$ cat src/hdl/range_table_code_mapper_top_assert.svh
// ---------------------------------------------------------------------------
// Assertion macros for the range table code mapper
// Both macros use the clk and rst_n of the module that includes them.
// ---------------------------------------------------------------------------
`ifndef RANGE_TABLE_CODE_MAPPER_TOP_ASSERT_SVH
`define RANGE_TABLE_CODE_MAPPER_TOP_ASSERT_SVH

// same-cycle implication
`define RTCM_ASSERT_NOW(label, ante, cons, msg) \
    label: assert property (@(posedge clk) disable iff (!rst_n) (ante) |-> (cons)) \
        else $error(msg);

// next-cycle implication
`define RTCM_ASSERT_NXT(label, ante, cons, msg) \
    label: assert property (@(posedge clk) disable iff (!rst_n) (ante) |=> (cons)) \
        else $error(msg);

`endif

$ cat src/hdl/rtcm_pkg.sv
// ---------------------------------------------------------------------------
// rtcm_pkg
// Shared sizes, codes and table word types of the range table code mapper.
// ---------------------------------------------------------------------------
package rtcm_pkg;

    // table sizes
    localparam int RANGE_ENTRIES   = 256;
    localparam int EXTRA_ENTRIES   = 64;
    localparam int EXTRA_MAX_BYTES = 8;

    localparam int RANGE_MAX_BYTES = 4;
    localparam logic [7:0] BYTE_MASK = 8'hff;

    // address widths and count widths (count can hold the depth itself)
    localparam int RANGE_AW = (RANGE_ENTRIES > 1) ? $clog2(RANGE_ENTRIES) : 1;
    localparam int RANGE_CW = $clog2(RANGE_ENTRIES + 1);
    localparam int EXTRA_AW = (EXTRA_ENTRIES > 1) ? $clog2(EXTRA_ENTRIES) : 1;
    localparam int EXTRA_CW = $clog2(EXTRA_ENTRIES + 1);
    localparam int EXTRA_BW = EXTRA_MAX_BYTES * 8;

    // configuration port
    localparam int CFG_IDX_W  = 1;
    localparam int CFG_DATA_W = 9;
    localparam logic [CFG_IDX_W-1:0] CFG_RANGE_COUNT = 1'd0;
    localparam logic [CFG_IDX_W-1:0] CFG_EXTRA_COUNT = 1'd1;

    // request types
    localparam logic [1:0] REQ_RANGE_WR = 2'd0;
    localparam logic [1:0] REQ_EXTRA_WR = 2'd1;
    localparam logic [1:0] REQ_MAP      = 2'd2;

    // result status
    localparam logic [1:0] ST_OK       = 2'd0;
    localparam logic [1:0] ST_NO_MATCH = 2'd1;
    localparam logic [1:0] ST_TOO_LONG = 2'd2;

    typedef struct packed {
        logic [31:0] start;
        logic [31:0] last;
        logic [31:0] code;
        logic [2:0]  len;
    } range_word_t;

    typedef struct packed {
        logic [31:0]         key;
        logic [EXTRA_BW-1:0] bytes;
        logic [3:0]          len;
    } extra_word_t;

    localparam int RANGE_WORD_W = $bits(range_word_t);
    localparam int EXTRA_WORD_W = $bits(extra_word_t);

    // controller to table memory
    typedef struct packed {
        logic                we;
        logic [RANGE_AW-1:0] waddr;
        range_word_t         wdata;
        logic                re;
        logic [RANGE_AW-1:0] raddr;
    } range_port_t;

    typedef struct packed {
        logic                we;
        logic [EXTRA_AW-1:0] waddr;
        extra_word_t         wdata;
        logic                re;
        logic [EXTRA_AW-1:0] raddr;
    } extra_port_t;

endpackage

$ cat src/hdl/rtcm_ifs.sv
// ---------------------------------------------------------------------------
// rtcm_req_if / rtcm_rsp_if
// Valid/ready channels for requests and results of the code mapper.
// ---------------------------------------------------------------------------
interface rtcm_req_if;
    logic        valid;
    logic        ready;
    logic [1:0]  req_type;
    logic [7:0]  entry_index;
    logic [31:0] code_point;
    logic [31:0] range_last;
    logic [31:0] base_code;
    logic [3:0]  code_len;
    logic [63:0] extra_bytes;
    logic [7:0]  buf_size;

    modport source (
        output valid, req_type, entry_index, code_point, range_last,
               base_code, code_len, extra_bytes, buf_size,
        input  ready
    );
    modport sink (
        input  valid, req_type, entry_index, code_point, range_last,
               base_code, code_len, extra_bytes, buf_size,
        output ready
    );
endinterface

interface rtcm_rsp_if;
    logic        valid;
    logic        ready;
    logic [1:0]  status;
    logic [3:0]  out_len;
    logic [63:0] out_bytes;

    modport source (
        output valid, status, out_len, out_bytes,
        input  ready
    );
    modport sink (
        input  valid, status, out_len, out_bytes,
        output ready
    );
endinterface

$ cat src/hdl/rtcm_ctrl.sv
// ---------------------------------------------------------------------------
// rtcm_ctrl
// Request sequencer: table loads, binary search of the range table,
// ordered scan of the extra table, result register.
// ---------------------------------------------------------------------------
`include "range_table_code_mapper_top_assert.svh"

module rtcm_ctrl (
    input  logic                                clk,
    input  logic                                rst_n,
    input  logic                                cfg_we,
    input  logic [rtcm_pkg::CFG_IDX_W-1:0]      cfg_index,
    input  logic [rtcm_pkg::CFG_DATA_W-1:0]     cfg_data,
    rtcm_req_if.sink                            req,
    rtcm_rsp_if.source                          rsp,
    output rtcm_pkg::range_port_t               range_port,
    input  rtcm_pkg::range_word_t               range_rdata,
    output rtcm_pkg::extra_port_t               extra_port,
    input  rtcm_pkg::extra_word_t               extra_rdata
);

    localparam int RAW = rtcm_pkg::RANGE_AW;
    localparam int RCW = rtcm_pkg::RANGE_CW;
    localparam int EAW = rtcm_pkg::EXTRA_AW;
    localparam int ECW = rtcm_pkg::EXTRA_CW;

    localparam logic [3:0] S_IDLE   = 4'd0;
    localparam logic [3:0] S_R0     = 4'd1;
    localparam logic [3:0] S_SISSUE = 4'd2;
    localparam logic [3:0] S_SCMP   = 4'd3;
    localparam logic [3:0] S_RES    = 4'd4;
    localparam logic [3:0] S_CODE   = 4'd5;
    localparam logic [3:0] S_XSCAN  = 4'd6;
    localparam logic [3:0] S_FINISH = 4'd7;

    // range code to big-endian bytes, byte 0 in the low bits
    function automatic logic [63:0] code_bytes(input logic [31:0] code,
                                               input logic [2:0] n);
        logic [5:0]  amt;
        logic [31:0] aligned;
        logic [63:0] res;
        amt     = {3'(3'd4 - n), 3'b000};
        aligned = code << amt;
        res     = '0;
        for (int i = 0; i < rtcm_pkg::RANGE_MAX_BYTES; i++)
        begin
            if (3'(i) < n)
            begin
                res[8*i +: 8] = aligned[31-8*i -: 8] & rtcm_pkg::BYTE_MASK;
            end
        end
        return res;
    endfunction

    // extra entry bytes below the length, rest cleared
    function automatic logic [63:0] keep_bytes(input logic [rtcm_pkg::EXTRA_BW-1:0] v,
                                               input logic [3:0] n);
        logic [63:0] res;
        res = '0;
        for (int i = 0; i < rtcm_pkg::EXTRA_MAX_BYTES; i++)
        begin
            if (4'(i) < n)
            begin
                res[8*i +: 8] = v[8*i +: 8];
            end
        end
        return res;
    endfunction

    logic [3:0]              state_reg, state_next;
    logic [8:0]              range_count_reg;
    logic [6:0]              extra_count_reg;
    logic [31:0]             point_reg, point_next;
    logic [7:0]              room_reg, room_next;
    logic [RCW-1:0]          a_reg, a_next;
    logic [RCW-1:0]          b_reg, b_next;
    logic [RAW-1:0]          m_reg, m_next;
    rtcm_pkg::range_word_t   hit_reg, hit_next;
    logic [31:0]             off_reg, off_next;
    logic [ECW-1:0]          x_idx_reg, x_idx_next;
    logic                    pend_reg, pend_next;
    logic [1:0]              res_status_reg, res_status_next;
    logic [3:0]              res_len_reg, res_len_next;
    logic [63:0]             res_bytes_reg, res_bytes_next;
    logic                    out_valid_reg, out_valid_next;
    logic [1:0]              out_status_reg;
    logic [3:0]              out_len_reg;
    logic [63:0]             out_bytes_reg;

    logic [RCW-1:0]          nr;
    logic [ECW-1:0]          ne;
    logic                    req_xfer;
    logic                    out_load;
    logic                    x_issue;
    logic [RCW:0]            ab_sum;
    logic [RCW-1:0]          a_new, b_new;
    logic [31:0]             code_sum;

    // entries in use, clipped to the table depth
    assign nr = (32'(range_count_reg) > rtcm_pkg::RANGE_ENTRIES)
                ? RCW'(rtcm_pkg::RANGE_ENTRIES) : RCW'(range_count_reg);
    assign ne = (32'(extra_count_reg) > rtcm_pkg::EXTRA_ENTRIES)
                ? ECW'(rtcm_pkg::EXTRA_ENTRIES) : ECW'(extra_count_reg);

    assign req.ready = (state_reg == S_IDLE);
    assign req_xfer  = req.valid && req.ready;
    assign out_load  = (state_reg == S_FINISH) && (!out_valid_reg || rsp.ready);

    assign ab_sum   = {1'b0, a_reg} + {1'b0, b_reg};
    assign x_issue  = (x_idx_reg < ne);
    assign code_sum = hit_reg.code + off_reg;

    // sequencer
    always_comb
    begin
        state_next      = state_reg;
        point_next      = point_reg;
        room_next       = room_reg;
        a_next          = a_reg;
        b_next          = b_reg;
        m_next          = m_reg;
        hit_next        = hit_reg;
        off_next        = off_reg;
        x_idx_next      = x_idx_reg;
        pend_next       = pend_reg;
        res_status_next = res_status_reg;
        res_len_next    = res_len_reg;
        res_bytes_next  = res_bytes_reg;
        a_new           = a_reg;
        b_new           = b_reg;

        range_port             = '0;
        range_port.waddr       = RAW'(req.entry_index);
        range_port.wdata.start = req.code_point;
        range_port.wdata.last  = req.range_last;
        range_port.wdata.code  = req.base_code;
        range_port.wdata.len   = (req.code_len > 4'(rtcm_pkg::RANGE_MAX_BYTES))
                                 ? 3'(rtcm_pkg::RANGE_MAX_BYTES) : req.code_len[2:0];

        extra_port             = '0;
        extra_port.waddr       = EAW'(req.entry_index);
        extra_port.wdata.key   = req.code_point;
        extra_port.wdata.bytes = req.extra_bytes[rtcm_pkg::EXTRA_BW-1:0];
        extra_port.wdata.len   = (req.code_len > 4'(rtcm_pkg::EXTRA_MAX_BYTES))
                                 ? 4'(rtcm_pkg::EXTRA_MAX_BYTES) : req.code_len;

        case (state_reg)
            S_IDLE:
            begin
                if (req_xfer)
                begin
                    point_next      = req.code_point;
                    room_next       = req.buf_size;
                    res_status_next = rtcm_pkg::ST_OK;
                    res_len_next    = '0;
                    res_bytes_next  = '0;
                    x_idx_next      = '0;
                    pend_next       = 1'b0;
                    state_next      = S_FINISH;
                    case (req.req_type)
                        rtcm_pkg::REQ_RANGE_WR:
                        begin
                            range_port.we = (32'(req.entry_index) < rtcm_pkg::RANGE_ENTRIES);
                        end
                        rtcm_pkg::REQ_EXTRA_WR:
                        begin
                            extra_port.we = (32'(req.entry_index) < rtcm_pkg::EXTRA_ENTRIES);
                        end
                        rtcm_pkg::REQ_MAP:
                        begin
                            if (nr != '0)
                            begin
                                range_port.re    = 1'b1;
                                range_port.raddr = '0;
                                state_next       = S_R0;
                            end
                            else
                            begin
                                state_next = S_XSCAN;
                            end
                        end
                        default:
                        begin
                            state_next = S_FINISH;
                        end
                    endcase
                end
            end

            // first entry: point below it goes straight to the extra table
            S_R0:
            begin
                if (point_reg < range_rdata.start)
                begin
                    state_next = S_XSCAN;
                end
                else
                begin
                    hit_next   = range_rdata;
                    a_next     = '0;
                    b_next     = nr;
                    state_next = (nr > RCW'(1)) ? S_SISSUE : S_RES;
                end
            end

            // read the midpoint
            S_SISSUE:
            begin
                m_next           = RAW'(ab_sum >> 1);
                range_port.re    = 1'b1;
                range_port.raddr = RAW'(ab_sum >> 1);
                state_next       = S_SCMP;
            end

            // narrow the interval
            S_SCMP:
            begin
                if (point_reg >= range_rdata.start)
                begin
                    a_new    = RCW'(m_reg);
                    hit_next = range_rdata;
                end
                else
                begin
                    b_new = RCW'(m_reg);
                end
                a_next     = a_new;
                b_next     = b_new;
                state_next = ((b_new - a_new) > RCW'(1)) ? S_SISSUE : S_RES;
            end

            // last entry at or below the point: check its end and length
            S_RES:
            begin
                if (point_reg <= hit_reg.last)
                begin
                    if ({5'b0, hit_reg.len} > room_reg)
                    begin
                        res_status_next = rtcm_pkg::ST_TOO_LONG;
                        state_next      = S_FINISH;
                    end
                    else
                    begin
                        off_next   = point_reg - hit_reg.start;
                        state_next = S_CODE;
                    end
                end
                else
                begin
                    state_next = S_XSCAN;
                end
            end

            S_CODE:
            begin
                res_status_next = rtcm_pkg::ST_OK;
                res_len_next    = {1'b0, hit_reg.len};
                res_bytes_next  = code_bytes(code_sum, hit_reg.len);
                state_next      = S_FINISH;
            end

            // ordered scan, one read issued and one entry compared per cycle
            S_XSCAN:
            begin
                if (x_issue)
                begin
                    extra_port.re    = 1'b1;
                    extra_port.raddr = x_idx_reg[EAW-1:0];
                    x_idx_next       = x_idx_reg + ECW'(1);
                end
                pend_next = x_issue;
                if (pend_reg && (extra_rdata.key == point_reg))
                begin
                    if (8'(extra_rdata.len) > room_reg)
                    begin
                        res_status_next = rtcm_pkg::ST_TOO_LONG;
                    end
                    else
                    begin
                        res_status_next = rtcm_pkg::ST_OK;
                        res_len_next    = extra_rdata.len;
                        res_bytes_next  = keep_bytes(extra_rdata.bytes, extra_rdata.len);
                    end
                    state_next = S_FINISH;
                end
                else if (!x_issue)
                begin
                    res_status_next = rtcm_pkg::ST_NO_MATCH;
                    state_next      = S_FINISH;
                end
            end

            S_FINISH:
            begin
                if (out_load)
                begin
                    state_next = S_IDLE;
                end
            end

            default:
            begin
                state_next = S_IDLE;
            end
        endcase
    end

    // output register: held until the sink takes the transfer
    always_comb
    begin
        out_valid_next = out_valid_reg;
        if (out_load)
        begin
            out_valid_next = 1'b1;
        end
        else if (rsp.ready)
        begin
            out_valid_next = 1'b0;
        end
    end

    // control state
    always_ff @(posedge clk or negedge rst_n)
    begin
        if (!rst_n)
        begin
            state_reg       <= S_IDLE;
            range_count_reg <= '0;
            extra_count_reg <= '0;
            pend_reg        <= 1'b0;
            out_valid_reg   <= 1'b0;
        end
        else
        begin
            state_reg     <= state_next;
            pend_reg      <= pend_next;
            out_valid_reg <= out_valid_next;
            if (cfg_we)
            begin
                case (cfg_index)
                    rtcm_pkg::CFG_RANGE_COUNT: range_count_reg <= cfg_data;
                    rtcm_pkg::CFG_EXTRA_COUNT: extra_count_reg <= cfg_data[6:0];
                    default: ;
                endcase
            end
        end
    end

    // datapath registers
    always_ff @(posedge clk)
    begin
        point_reg      <= point_next;
        room_reg       <= room_next;
        a_reg          <= a_next;
        b_reg          <= b_next;
        m_reg          <= m_next;
        hit_reg        <= hit_next;
        off_reg        <= off_next;
        x_idx_reg      <= x_idx_next;
        res_status_reg <= res_status_next;
        res_len_reg    <= res_len_next;
        res_bytes_reg  <= res_bytes_next;
        if (out_load)
        begin
            out_status_reg <= res_status_reg;
            out_len_reg    <= res_len_reg;
            out_bytes_reg  <= res_bytes_reg;
        end
    end

    assign rsp.valid     = out_valid_reg;
    assign rsp.status    = out_status_reg;
    assign rsp.out_len   = out_len_reg;
    assign rsp.out_bytes = out_bytes_reg;

    // checks
    `RTCM_ASSERT_NXT(a_busy_after_xfer, req_xfer, state_reg != S_IDLE,
        "request transfer did not start work")
    `RTCM_ASSERT_NOW(a_mid_inside, state_reg == S_SCMP,
        (a_reg < RCW'(m_reg)) && (RCW'(m_reg) < b_reg) && (b_reg <= nr),
        "binary search midpoint outside its interval")
    `RTCM_ASSERT_NOW(a_scan_pending, (state_reg == S_XSCAN) && pend_reg,
        $past(extra_port.re), "extra compare without a read issued")
    `RTCM_ASSERT_NXT(a_result_loaded, out_load, out_valid_reg,
        "finished result not presented")

endmodule

$ cat src/flat_wrapper.sv
// flat-port wrapper written by rule: the top's interface ports become plain ports
module rtcm_ctrl_flat 
  (clk, rst_n, cfg_we, cfg_index, cfg_data, range_port, range_rdata, extra_port, extra_rdata, req_valid, req_req_type, req_entry_index, req_code_point, req_range_last, req_base_code, req_code_len, req_extra_bytes, req_buf_size, req_ready, rsp_valid, rsp_status, rsp_out_len, rsp_out_bytes, rsp_ready);
  rtcm_req_if req_i ();
  rtcm_rsp_if rsp_i ();
  input  logic clk;
  input  logic rst_n;
  input  logic cfg_we;
  input  logic [rtcm_pkg::CFG_IDX_W-1:0] cfg_index;
  input  logic [rtcm_pkg::CFG_DATA_W-1:0] cfg_data;
  output rtcm_pkg::range_port_t range_port;
  input  rtcm_pkg::range_word_t range_rdata;
  output rtcm_pkg::extra_port_t extra_port;
  input  rtcm_pkg::extra_word_t extra_rdata;
  input wire logic [$bits(req_i.valid)-1:0] req_valid;
  input wire logic [$bits(req_i.req_type)-1:0] req_req_type;
  input wire logic [$bits(req_i.entry_index)-1:0] req_entry_index;
  input wire logic [$bits(req_i.code_point)-1:0] req_code_point;
  input wire logic [$bits(req_i.range_last)-1:0] req_range_last;
  input wire logic [$bits(req_i.base_code)-1:0] req_base_code;
  input wire logic [$bits(req_i.code_len)-1:0] req_code_len;
  input wire logic [$bits(req_i.extra_bytes)-1:0] req_extra_bytes;
  input wire logic [$bits(req_i.buf_size)-1:0] req_buf_size;
  output wire logic [$bits(req_i.ready)-1:0] req_ready;
  output wire logic [$bits(rsp_i.valid)-1:0] rsp_valid;
  output wire logic [$bits(rsp_i.status)-1:0] rsp_status;
  output wire logic [$bits(rsp_i.out_len)-1:0] rsp_out_len;
  output wire logic [$bits(rsp_i.out_bytes)-1:0] rsp_out_bytes;
  input wire logic [$bits(rsp_i.ready)-1:0] rsp_ready;
  assign req_i.valid = req_valid;
  assign req_i.req_type = req_req_type;
  assign req_i.entry_index = req_entry_index;
  assign req_i.code_point = req_code_point;
  assign req_i.range_last = req_range_last;
  assign req_i.base_code = req_base_code;
  assign req_i.code_len = req_code_len;
  assign req_i.extra_bytes = req_extra_bytes;
  assign req_i.buf_size = req_buf_size;
  assign req_ready = req_i.ready;
  assign rsp_valid = rsp_i.valid;
  assign rsp_status = rsp_i.status;
  assign rsp_out_len = rsp_i.out_len;
  assign rsp_out_bytes = rsp_i.out_bytes;
  assign rsp_i.ready = rsp_ready;
  rtcm_ctrl u_core (.clk(clk), .rst_n(rst_n), .cfg_we(cfg_we), .cfg_index(cfg_index), .cfg_data(cfg_data), .req(req_i), .rsp(rsp_i), .range_port(range_port), .range_rdata(range_rdata), .extra_port(extra_port), .extra_rdata(extra_rdata));
endmodule
$ cat config.mk
export PLATFORM = sky130hd
export DESIGN_NAME = rtcm_ctrl_flat
export DESIGN_NICKNAME = d
export VERILOG_FILES = /design/src/hdl/rtcm_pkg.sv /design/src/hdl/rtcm_ifs.sv /design/src/hdl/rtcm_ctrl.sv /design/src/flat_wrapper.sv
export VERILOG_INCLUDE_DIRS = /design/src /design/src/hdl
export SDC_FILE = /design/constraint.sdc
export NUM_CORES = 1
export LEC_CHECK = 0
export ABC_AREA = 1
export BUFFER_PORTS_ARGS = -buffer_cell sky130_fd_sc_hd__buf_2
export CORE_MARGIN = 4
export CORE_UTILIZATION = 25
export DETAILED_ROUTE_END_ITERATION = 6
export SYNTH_ARGS = -nofsm -noshare
export SYNTH_HDL_FRONTEND = slang
export SYNTH_SLANG_ARGS = --single-unit
$ cat constraint.sdc
create_clock -name clk -period 9.3 [get_ports clk]
set_input_delay 1.86 -clock clk [delete_from_list [all_inputs] [get_ports clk]]
set_output_delay 1.86 -clock clk [all_outputs]
set_load 0.005 [all_outputs]
==> results.json, run 1 <==
{
  "outcome": "completed",
  "hold_viol": 0,
  "synth_edf_count": 344,
  "drtAntennaViolNets": 0,
  "clk_path_buf_depth": 3,
  "reg2reg_from": "u_core.point_reg[15]$_DFFE_PP_",
  "fin_crit_ns": 5.31,
  "switching_power_mw": 2.48,
  "grt_use_met3_pct": 3.99,
  "worst_clock_skew_ns": 0.0238,
  "antenna_found_initial": 17,
  "syn_nets": 2780,
  "crit_type": "in -> reg",
  "synth_top_family_by_area": "simple AND/OR/NAND/NOR gates",
  "yosysSeqAreaShare_pct": 50.1,
  "hold_buffers": 0,
  "tightestPinTransition_ns": 0.836,
  "rr_worst_depth": 11,
  "hp-class": "reg -> reg",
  "seqPwrFrac_pct": 39.4,
  "clkPwrFrac_pct": 26.5,
  "grt_pass1_wl_mm": 96.8,
  "clkSinkCount": 365,
  "fin_nets": 3032,
  "slew_viol_final": 0,
  "grt.total_usage_pct": 14.1,
  "synthTopCellsByArea": "edfxtp_1 48%, ha_1 9.0%, buf_4 7.2%, nand2_1 7.0%, inv_1 4.4%",
  "synth_top_area_share_pct": 47.6,
  "powerDensity_nw_per_um2": 267,
  "synthTopCellsByCount": "402 x nand2_1, 344 x edfxtp_1, 255 x inv_1",
  "place_inst": 3573,
  "post_cts_resized": 0,
  "synth_compound_area_share_pct": 9.18,
  "numPortBuffers": 424,
  "critPathCapture": "u_core.hit_reg[42]$_DFFE_PP_",
  "drc": 0,
  "ys.flop_type": "edfxtp_1",
  "htreeDepth": 2,
  "placed_area_um2": 23700,
  "wl_per_cell_um": 18.4,
  "final_cells": 3662,
  "drtIter0Drc": 864,
  "cp-start-kind": "input pin",
  "dpl.hpwl_mm": 54.2,
  "tritoncts": "built",
  "grt_max_degree": 52,
  "synthXorXnorAreaFrac_pct": 3.06,
  "met1_usage_pct": 18.2,
  "finalCritPeriodShare_pct": 57.1,
  "grtUsageMet2_pct": 23.0,
  "num_rows": 107,
  "setup_violations": 0,
  "area.growth.synth_to_final_pct": 16.2,
  "largest_register_ffs": 99,
  "max-slew-margin-rel_pct": 44.2,
  "timing.rr.end": "u_core.hit_reg[42]$_DFFE_PP_",
  "synthAdderAreaFrac_pct": 9.37,
  "drive_gt1_share_pct": 24.0,
  "die_h_um": 303,
  "post_cts_buffers": 0,
  "route.detailed.vias_per_inst": 4.37,
  "crit_path_end_kind": "register",
  "p_sw_share_pct": 36.8,
  "synth_mux_area_share_pct": 0.352,
  "overflow": 0,
  "synthesis.area_um2": 21700,
  "design.core.area_um2": 85500,
  "cts_root_buf": "clkbuf_16",
  "synth_cells": 2224,
  "grt_pass1_vias": 15700,
  "fin_area_um2": 25200,
  "worstPathRequired_ns": 9.51,
  "seqCellArea_um2": 10900,
  "syn_area_per_cell_um2": 9.75,
  "die_x_um": 303,
  "leakage_nw": 11.1,
  "fmaxAchievable_ghz": 0.188,
  "synth-seq-cells": 365,
  "vias": 16000,
  "synth_simple_gate_area_share_pct": 15.5,
  "cts_buffers": 45,
  "startpoint": "range_rdata[98]",
  "tns_ns": 0,
  "yosysUniqueCellTypes": 65,
  "num_io_pins": 699,
  "ir_worst_vdd_uv": 152,
  "post-synth-top-count-cell": "nand2_1",
  "multi_input_area_um2": 8160,
  "combPwrFrac_pct": 34.2,
  "r2r_slack_ns": 4.74,
  "firstDrtPassIters": 5,
  "p_total_mw": 6.72,
  "crit_fanout": 47,
  "synth_top_cell_by_area": "edfxtp_1",
  "dieArea_um2": 91500,
  "async_flop_share_pct": 5.75,
  "rsz0062_at_grt": "false",
  "arrival_ns": 5.51,
  "fillers": 8972,
  "clk_latency_ns": 0.59,
  "clk_pin_slew_ns": 0.06,
  "maxCapViolations": 0,
  "p_int_mw": 4.24,
  "gp_congestion": 0.873,
  "grt-busiest-layer": "met2",
  "drt-total-wl_mm": 67.3,
  "initial_utilization_pct": 25.3,
  "ys_warn_count": 0
}
## cells in the final DEF, fill, tap and decap left out, types with 5 or more instances in the layout
| cell type | instances |
|---|---|
| or2_1 | 5 |
| dfrtp_1 | 21 |
| nor2_1 | 172 |
| xor2_1 | 38 |
| nand3_1 | 103 |
| o21bai_1 | 7 |
| ha_1 | 156 |
| xnor2_1 | 36 |
| nand4_1 | 21 |
| clkinvlp_4 | 5 |
| clkbuf_1 | 5 |
| o21ai_1 | 34 |
| o211ai_1 | 10 |
| o22ai_1 | 7 |
| buf_2 | 424 |
| nor3_1 | 19 |
| nor2_2 | 13 |
| nand2_1 | 402 |
| clkinv_1 | 10 |
| nor3b_1 | 9 |
| nand2_2 | 9 |
| edfxtp_1 | 344 |
| o21ai_0 | 69 |
| buf_4 | 12 |
| nand3b_1 | 5 |
| a21oi_2 | 13 |
| inv_1 | 255 |
| a21oi_1 | 116 |
| o31ai_1 | 5 |
| a21o_1 | 17 |
| o21ai_2 | 5 |
| inv_2 | 18 |
| o21a_1 | 7 |
| clkinv_2 | 6 |
| diode_2 | 5 |
| nor4_1 | 6 |
| a31oi_1 | 6 |
| clkbuf_16 | 46 |
| inv_6 | 8 |
## power by group through the flow
stage | sequential [mW] | clock [mW] | combinational [mW]
4_1_cts | 2.65 | 1.85 | 2.35
2_1_floorplan | 2.66 | 0 | 1.63
5_1_grt | 2.68 | 1.92 | 2.62
3_5_place_dp | 2.68 | 0 | 2.33
6_report | 2.65 | 1.78 | 2.30
3_3_place_gp | 2.67 | 0 | 2.31
## how the worst min path moves through the flow
stage	to	cells after the start	startpoint	slack (ns)
CTS	u_core.rsp.out_bytes[52]$_DFFE_PP_	0	u_core.res_bytes_reg[52]$_DFFE_PP_	0.40
finish	u_core.rsp.out_bytes[16]$_DFFE_PP_	0	u_core.res_bytes_reg[16]$_DFFE_PP_	0.41
global placement	u_core.rsp.out_bytes[58]$_DFFE_PP_	0	u_core.res_bytes_reg[58]$_DFFE_PP_	0.40
global route	u_core.rsp.out_bytes[37]$_DFFE_PP_	0	u_core.res_bytes_reg[37]$_DFFE_PP_	0.42
floorplan	u_core.rsp.out_bytes[0]$_DFFE_PP_	0	u_core.res_bytes_reg[0]$_DFFE_PP_	0.40
detailed placement	u_core.rsp.out_bytes[20]$_DFFE_PP_	0	u_core.res_bytes_reg[20]$_DFFE_PP_	0.40
## through the flow
stage / worst slack [ns] / hold WS [ns] / util (%)
2_1_floorplan: 0.947 / 0.400 / -
3_3_place_gp: 3.37 / 0.400 / 27.7
3_5_place_dp: 3.29 / 0.405 / 27.7
4_1_cts: 3.91 / 0.401 / 29.4
5_1_grt: 3.62 / 0.415 / 29.4
6_report: 3.99 / 0.409 / 29.5
## worst max-delay path, cell delays in order
cell,delay [ns]
buf_2,0.09
inv_1,0.04
ha_1,0.28
nand2_1,0.08
nor2_2,0.13
nand4_1,0.14
nor2_1,0.33
nand2_1,0.17
nand3_2,0.40
inv_2,0.23
a21oi_4,0.47
buf_4,0.57
buf_4,0.63
## kinds of logic (layout without fill, tap and decap cells)
kind of cell    after synthesis  count (layout)
buf+inv                     508             797
flops                       365             365
fa+ha+maj                   160             160
xor+xnor                     75              75
compound gates              327             327
mux                           6               6
other cells                   0               5
simple gates                783             783
## cell type report
type | instances | area share [%]
Sequential cell | 365 | 43.1
Multi-Input combinational cell | 1351 | 32.4
Timing Repair Buffer | 436 | 8.78
Tap cell | 1144 | 5.68
Clock buffer | 53 | 4.75
Inverter | 277 | 4.13
Clock inverter | 31 | 1.15
Antenna cell | 5 | 0.0497
## routing by layer
metal	vias up	share of wire (%)
li1	7874	-
met1	7414	44
met5	-	0.19
met2	588	46
met3	107	7.7
met4	10	2.6
(Power assumes the default switching activity.)
==> run 2: changes to the inputs <==
==> constraint.sdc (replaced) <==
create_clock -name clk -period 5.4 [get_ports clk]
set_input_delay 1.08 -clock clk [delete_from_list [all_inputs] [get_ports clk]]
set_output_delay 1.08 -clock clk [all_outputs]
set_load 0.005 [all_outputs]
==> run 2 against run 1 <==
Against the previous run:
- routed wire length down 0.49%
- critical path depth rose by 13
- clock power rose by 69%
- cell area up 0.35%
- die area unchanged
- via count rose by 0.33%
- core utilization up 0.10 points
- cell count up 0.16%
- critical endpoint is now u_core.state_reg[1]$_DFFE_PN0P_
==> results.json, run 2 (synthesis gave the netlist of run 1 again) <==
{
  "num_io_pins": 699,
  "powerDensity_nw_per_um2": 461,
  "maxCapViolations": 0,
  "worstPathRequired_ns": 5.86,
  "tightestPinTransition_ns": 0.837,
  "hp-class": "reg -> reg",
  "hold_viol": 0,
  "initial_utilization_pct": 25.3,
  "fin_nets": 3038,
  "area.growth.synth_to_final_pct": 16.6,
  "drive_gt1_share_pct": 23.8,
  "fin_crit_ns": 4.24,
  "crit_path_end_kind": "register",
  "design.core.area_um2": 85500,
  "grt.total_usage_pct": 14.1,
  "drc": 0,
  "cts_buffers": 45,
  "gp_congestion": 0.879,
  "r2r_slack_ns": 1.23,
  "final_common_cell": "buf_2",
  "antenna_found_initial": 14,
  "drtIter0Drc": 769,
  "largest_register_ffs": 99,
  "vias": 16000,
  "worst_hold_slack_ns": 0.408,
  "hold_buffers": 0,
  "outcome": "completed",
  "ir_worst_vdd_uv": 219,
  "clk_path_buf_depth": 3,
  "dpl.hpwl_mm": 54.2,
  "clk_pin_slew_ns": 0.06,
  "firstDrtPassIters": 5,
  "placed_area_um2": 23800,
  "clk_latency_ns": 0.60,
  "p_total_mw": 11.7,
  "crit_type": "in -> reg",
  "tns_ns": 0,
  "finalCritPeriodShare_pct": 78.5,
  "leakage_nw": 11.1,
  "grt_pass1_wl_mm": 97.3,
  "dieArea_um2": 91500,
  "tritoncts": "built",
  "setup_violations": 0,
  "post_cts_buffers": 0,
  "num_rows": 107,
  "max-slew-margin-rel_pct": 44.1,
  "rsz0062_at_grt": "false",
  "cts_root_buf": "clkbuf_16",
  "die_h_um": 303,
  "worst_clock_skew_ns": 0.0298,
  "cp-start-kind": "input pin",
  "drt-total-wl_mm": 66.9,
  "route.detailed.vias_per_inst": 4.37,
  "grt_pass1_vias": 16200,
  "die_x_um": 303,
  "fin_ws_ns": 1.16,
  "final_cell_mix": "424 x buf_2, 402 x nand2_1, 344 x edfxtp_1, 255 x inv_1, 172 x nor2_1",
  "fmaxAchievable_ghz": 0.236,
  "crit_fanout": 14,
  "htreeDepth": 2,
  "fin_area_um2": 25300,
  "numPortBuffers": 424,
  "post_cts_resized": 0,
  "wl_per_cell_um": 18.2,
  "overflow": 0,
  "preCtsSetupSlack_ns": 0.558,
  "drtAntennaViolNets": 0,
  "slew_viol_final": 0,
  "grt_max_degree": 65,
  "clkSinkCount": 365,
  "arrival_ns": 4.70
}
==> run 2: changes by cell type in the layout (fill, tap and decap cells not counted), moves of 2 or more <==
cell        before  now
inv_6            8    1
diode_2          5    7
clkinvlp_4       5    3
clkbuf_1         5   11
clkbuf_8         2    0
buf_12           0    5
==> run 2: worst max-delay path, stage by stage <==
cell and delay, ns:
buf_2 0.09, inv_1 0.04, ha_1 0.29, nand2_1 0.08
nor2_2 0.15, nand4_1 0.13, nor2_1 0.31, nand2_1 0.16
nand3_2 0.32, inv_2 0.20, nand2_1 0.10, o21ai_1 0.09
ha_1 0.24, fa_1 0.41, inv_1 0.09, nand3_1 0.06
nand2_1 0.08, xor2_1 0.06, nor3_1 0.17, nand3_1 0.09
nor2_1 0.13, nand3_1 0.09, nand2_1 0.07, nand2_1 0.05
nand2_1 0.05, nand2_1 0.04
==> run 2: metrics by stage <==
step,cells,utilization [%]
global route,3666,29.6
floorplan,2224,-
detailed placement,3579,27.8
CTS,3661,29.5
finish,3668,29.6
global placement,3579,27.8
==> run 2: cell type report <==
type                    count  area [um^2]
inverters                 277         1040
multi-input cells        1351         8170
clock inverters            26          288
fillers                  8974        60300
flip-flops and latches    365        10900
repair buffers            442         2320
well taps                1144         1430
diodes                      7         17.5
clock buffers              56         1170
==> run 2: final timing paths <==
check / from / endpoint / cells after the start
min in group asynchronous: rst_n / u_core.extra_count_reg[2]$_DFFE_PN0P_ / 1
max in group asynchronous: rst_n / u_core.state_reg[1]$_DFFE_PN0P_ / 1
hold reg to reg: u_core.res_bytes_reg[55]$_DFFE_PP_ / u_core.rsp.out_bytes[55]$_DFFE_PP_ / 0
setup / recovery: range_rdata[98] / u_core.state_reg[1]$_DFFE_PN0P_ / 26
hold / removal: u_core.res_bytes_reg[55]$_DFFE_PP_ / u_core.rsp.out_bytes[55]$_DFFE_PP_ / 0
setup reg to reg: u_core.point_reg[31]$_DFFE_PP_ / u_core.state_reg[1]$_DFFE_PN0P_ / 24
==> run 2: power breakdown <==
group | internal (mW) | leakage [nW] | switching [mW]
clock network | 1.74 | 0.700 | 1.26
registers | 4.21 | 3.45 | 0.329
logic | 1.43 | 6.96 | 2.69
==> run 2: layer usage <==
metal / wire length [um] / GRT usage, %
met5: 117 / 0.847
met4: 1960 / 4.66
met3: 5620 / 4.25
met2: 30500 / 22.7
met1: 28700 / 18.1
==> run 3: changes to the inputs <==
==> constraint.sdc (replaced) <==
create_clock -name clk -period 3.7 [get_ports clk]
set_input_delay 0.74 -clock clk [delete_from_list [all_inputs] [get_ports clk]]
set_output_delay 0.74 -clock clk [all_outputs]
set_load 0.005 [all_outputs]
==> run 3 against run 2 <==
Against the previous run:
- die area unchanged
- non-clock buffer count grew 90
- sequential share of layout area down 1.8 points
- critical path depth is the same
- largest power group is now combinational cells
- global-route usage rose by 0.17 points
- core utilization increased by 1.3 points
==> results.json, run 3 (synthesis gave the netlist of run 1 again) <==
{
  "multi_input_area_um2": 8490,
  "overflow": 0,
  "placed_area_um2": 24600,
  "grt_pass1_vias": 16100,
  "fmaxAchievable_ghz": 0.272,
  "vias": 16400,
  "crit_fanout": 7,
  "worstPathRequired_ns": 4.15,
  "clk_pin_slew_ns": 0.06,
  "maxCapViolations": 0,
  "die_x_um": 303,
  "route.detailed.vias_per_inst": 4.35,
  "worst_clock_skew_ns": 0.0192,
  "firstDrtPassIters": 5,
  "largest_register_ffs": 99,
  "dpl.hpwl_mm": 55.9,
  "fin_crit_ns": 3.68,
  "fin_nets": 3127,
  "fin_area_um2": 26400,
  "hold_buffers": 0,
  "place_inst": 3658,
  "grtUsageMet2_pct": 23.3,
  "tightestPinTransition_ns": 0.759,
  "crit_type": "reg -> reg",
  "drive_gt1_share_pct": 28.8,
  "grt_max_degree": 50,
  "drt-total-wl_mm": 68.4,
  "num_rows": 107,
  "die_h_um": 303,
  "hold_viol": 0,
  "cts_root_buf": "clkbuf_16",
  "rsz0062_at_grt": "true",
  "final_cell_mix": "423 x buf_2, 391 x nand2_1, 344 x edfxtp_1, 247 x inv_1, 165 x nor2_1",
  "outcome": "completed",
  "crit_path_end_kind": "register",
  "cpMaxStageDelayCell": "edfxtp_1",
  "initial_utilization_pct": 25.3,
  "setup_violations": 0,
  "hp-class": "in -> async",
  "grt-busiest-layer": "met2",
  "clk_latency_ns": 0.58,
  "clkSinkCount": 365,
  "leakage_nw": 11.6,
  "fillers": 8819,
  "cp-start-kind": "register",
  "timing.rr.end": "u_core.state_reg[1]$_DFFE_PN0P_",
  "final_common_cell": "buf_2",
  "ir_worst_vdd_uv": 385,
  "clk_path_buf_depth": 3,
  "arrival_ns": 4.13,
  "final_cells": 3759,
  "met1_usage_pct": 18.3,
  "drtAntennaViolNets": 0,
  "antenna_found_initial": 17,
  "num_io_pins": 699,
  "design.core.area_um2": 85500,
  "powerDensity_nw_per_um2": 671,
  "finalCritPeriodShare_pct": 99.3,
  "grt_pass1_wl_mm": 98.2,
  "cpPeakStageDelay_ns": 0.53,
  "drc": 0,
  "gp_congestion": 0.857,
  "worst_hold_slack_ns": 0.115,
  "slew_viol_final": 0,
  "htreeDepth": 2,
  "r2r_slack_ns": 0.02,
  "numPortBuffers": 424,
  "max-slew-margin-rel_pct": 49.3,
  "wl_per_cell_um": 18.2,
  "rr_worst_depth": 26,
  "seqCellArea_um2": 10900,
  "grt.total_usage_pct": 14.3,
  "grt_use_met3_pct": 4.37,
  "area.growth.synth_to_final_pct": 21.7,
  "p_total_mw": 17.7,
  "tritoncts": "built",
  "drtIter0Drc": 789,
  "dieArea_um2": 91500,
  "cts_buffers": 44,
  "reg2reg_from": "u_core.point_reg[15]$_DFFE_PP_",
  "cpMostUsedCell": "nand2_1"
}
[run 3: cell count changes in the layout (fill, tap and decap cells not counted), moves of 7 or more]
cell | previous run | this run
nor2_1 | 172 | 165
nand2_2 | 9 | 17
ha_1 | 156 | 141
inv_1 | 255 | 247
clkbuf_1 | 11 | 2
ha_4 | 0 | 15
buf_4 | 13 | 97
nand2_1 | 402 | 391
[run 3: timing repair]
| item | in CTS | in global routing |
|---|---|---|
| resized for setup | 11 | 36 |
| setup endpoints to repair | 3 | 3 |
| pin swaps | 7 | 32 |
| cloned | 0 | 0 |
| buffers inserted | 3 | 8 |
[run 3: cell type report]
class	instances	share of cell area (%)
timing repair buffer	532	11.6
inverter	277	4.01
sequential	365	41.1
tap	1144	5.43
multi-input combinational	1351	32.2
antenna	11	0.104
clock inverter	32	1.31
clock buffer	47	4.25
[run 3: how the worst max path moves through the flow]
| stage | end | slack [ns] | startpoint | depth (start not counted) |
|---|---|---|---|---|
| global placement | u_core.state_reg[1]$_DFFE_PN0P_ | -0.51 | range_rdata[74] | 25 |
| finish | u_core.state_reg[1]$_DFFE_PN0P_ | 0.02 | u_core.point_reg[15]$_DFFE_PP_ | 26 |
| floorplan | u_core.hit_reg[0]$_DFFE_PP_ | -0.1 | range_rdata[96] | 11 |
| CTS | u_core.state_reg[1]$_DFFE_PN0P_ | 0.006 | u_core.point_reg[15]$_DFFE_PP_ | 25 |
| detailed placement | u_core.state_reg[1]$_DFFE_PN0P_ | -0.49 | range_rdata[74] | 26 |
| global route | u_core.state_reg[1]$_DFFE_PN0P_ | -0.19 | u_core.point_reg[31]$_DFFE_PP_ | 26 |
[run 3: metrics by stage]
step | setup WS, ns | setup TNS (ns) | util [%]
floorplan | -0.0992 | -9.82 | -
global placement | -0.507 | -0.945 | 28.7
detailed placement | -0.492 | -0.954 | 28.7
CTS | 0.00551 | 0 | 30.5
global route | -0.186 | -0.307 | 30.8
finish | 0.0248 | 0 | 30.8
[run 3: worst max-delay path: cells and delay by family, from the launching register on]
family                   cells  cell delay (ns)
adder cells (fa/ha/maj)      2             0.47
AO/OA/AOI/OAI                3             0.33
flip-flops                   1             0.53
buffers and inverters        4             0.38
XOR/XNOR                     1             0.16
AND/OR/NAND/NOR             16             1.68
[run 3: power by group]
part           internal [mW]  switching [mW]
combinational           2.57            4.16
sequential              6.14           0.452
clock                   2.57            1.81
total                   11.3            6.42
[run 3: per-layer routing]
layer	part of all wire [%]	routed length [um]
met3	7.7	5280
met1	43	29800
met2	46	31600
met5	0.24	163
met4	2.4	1630
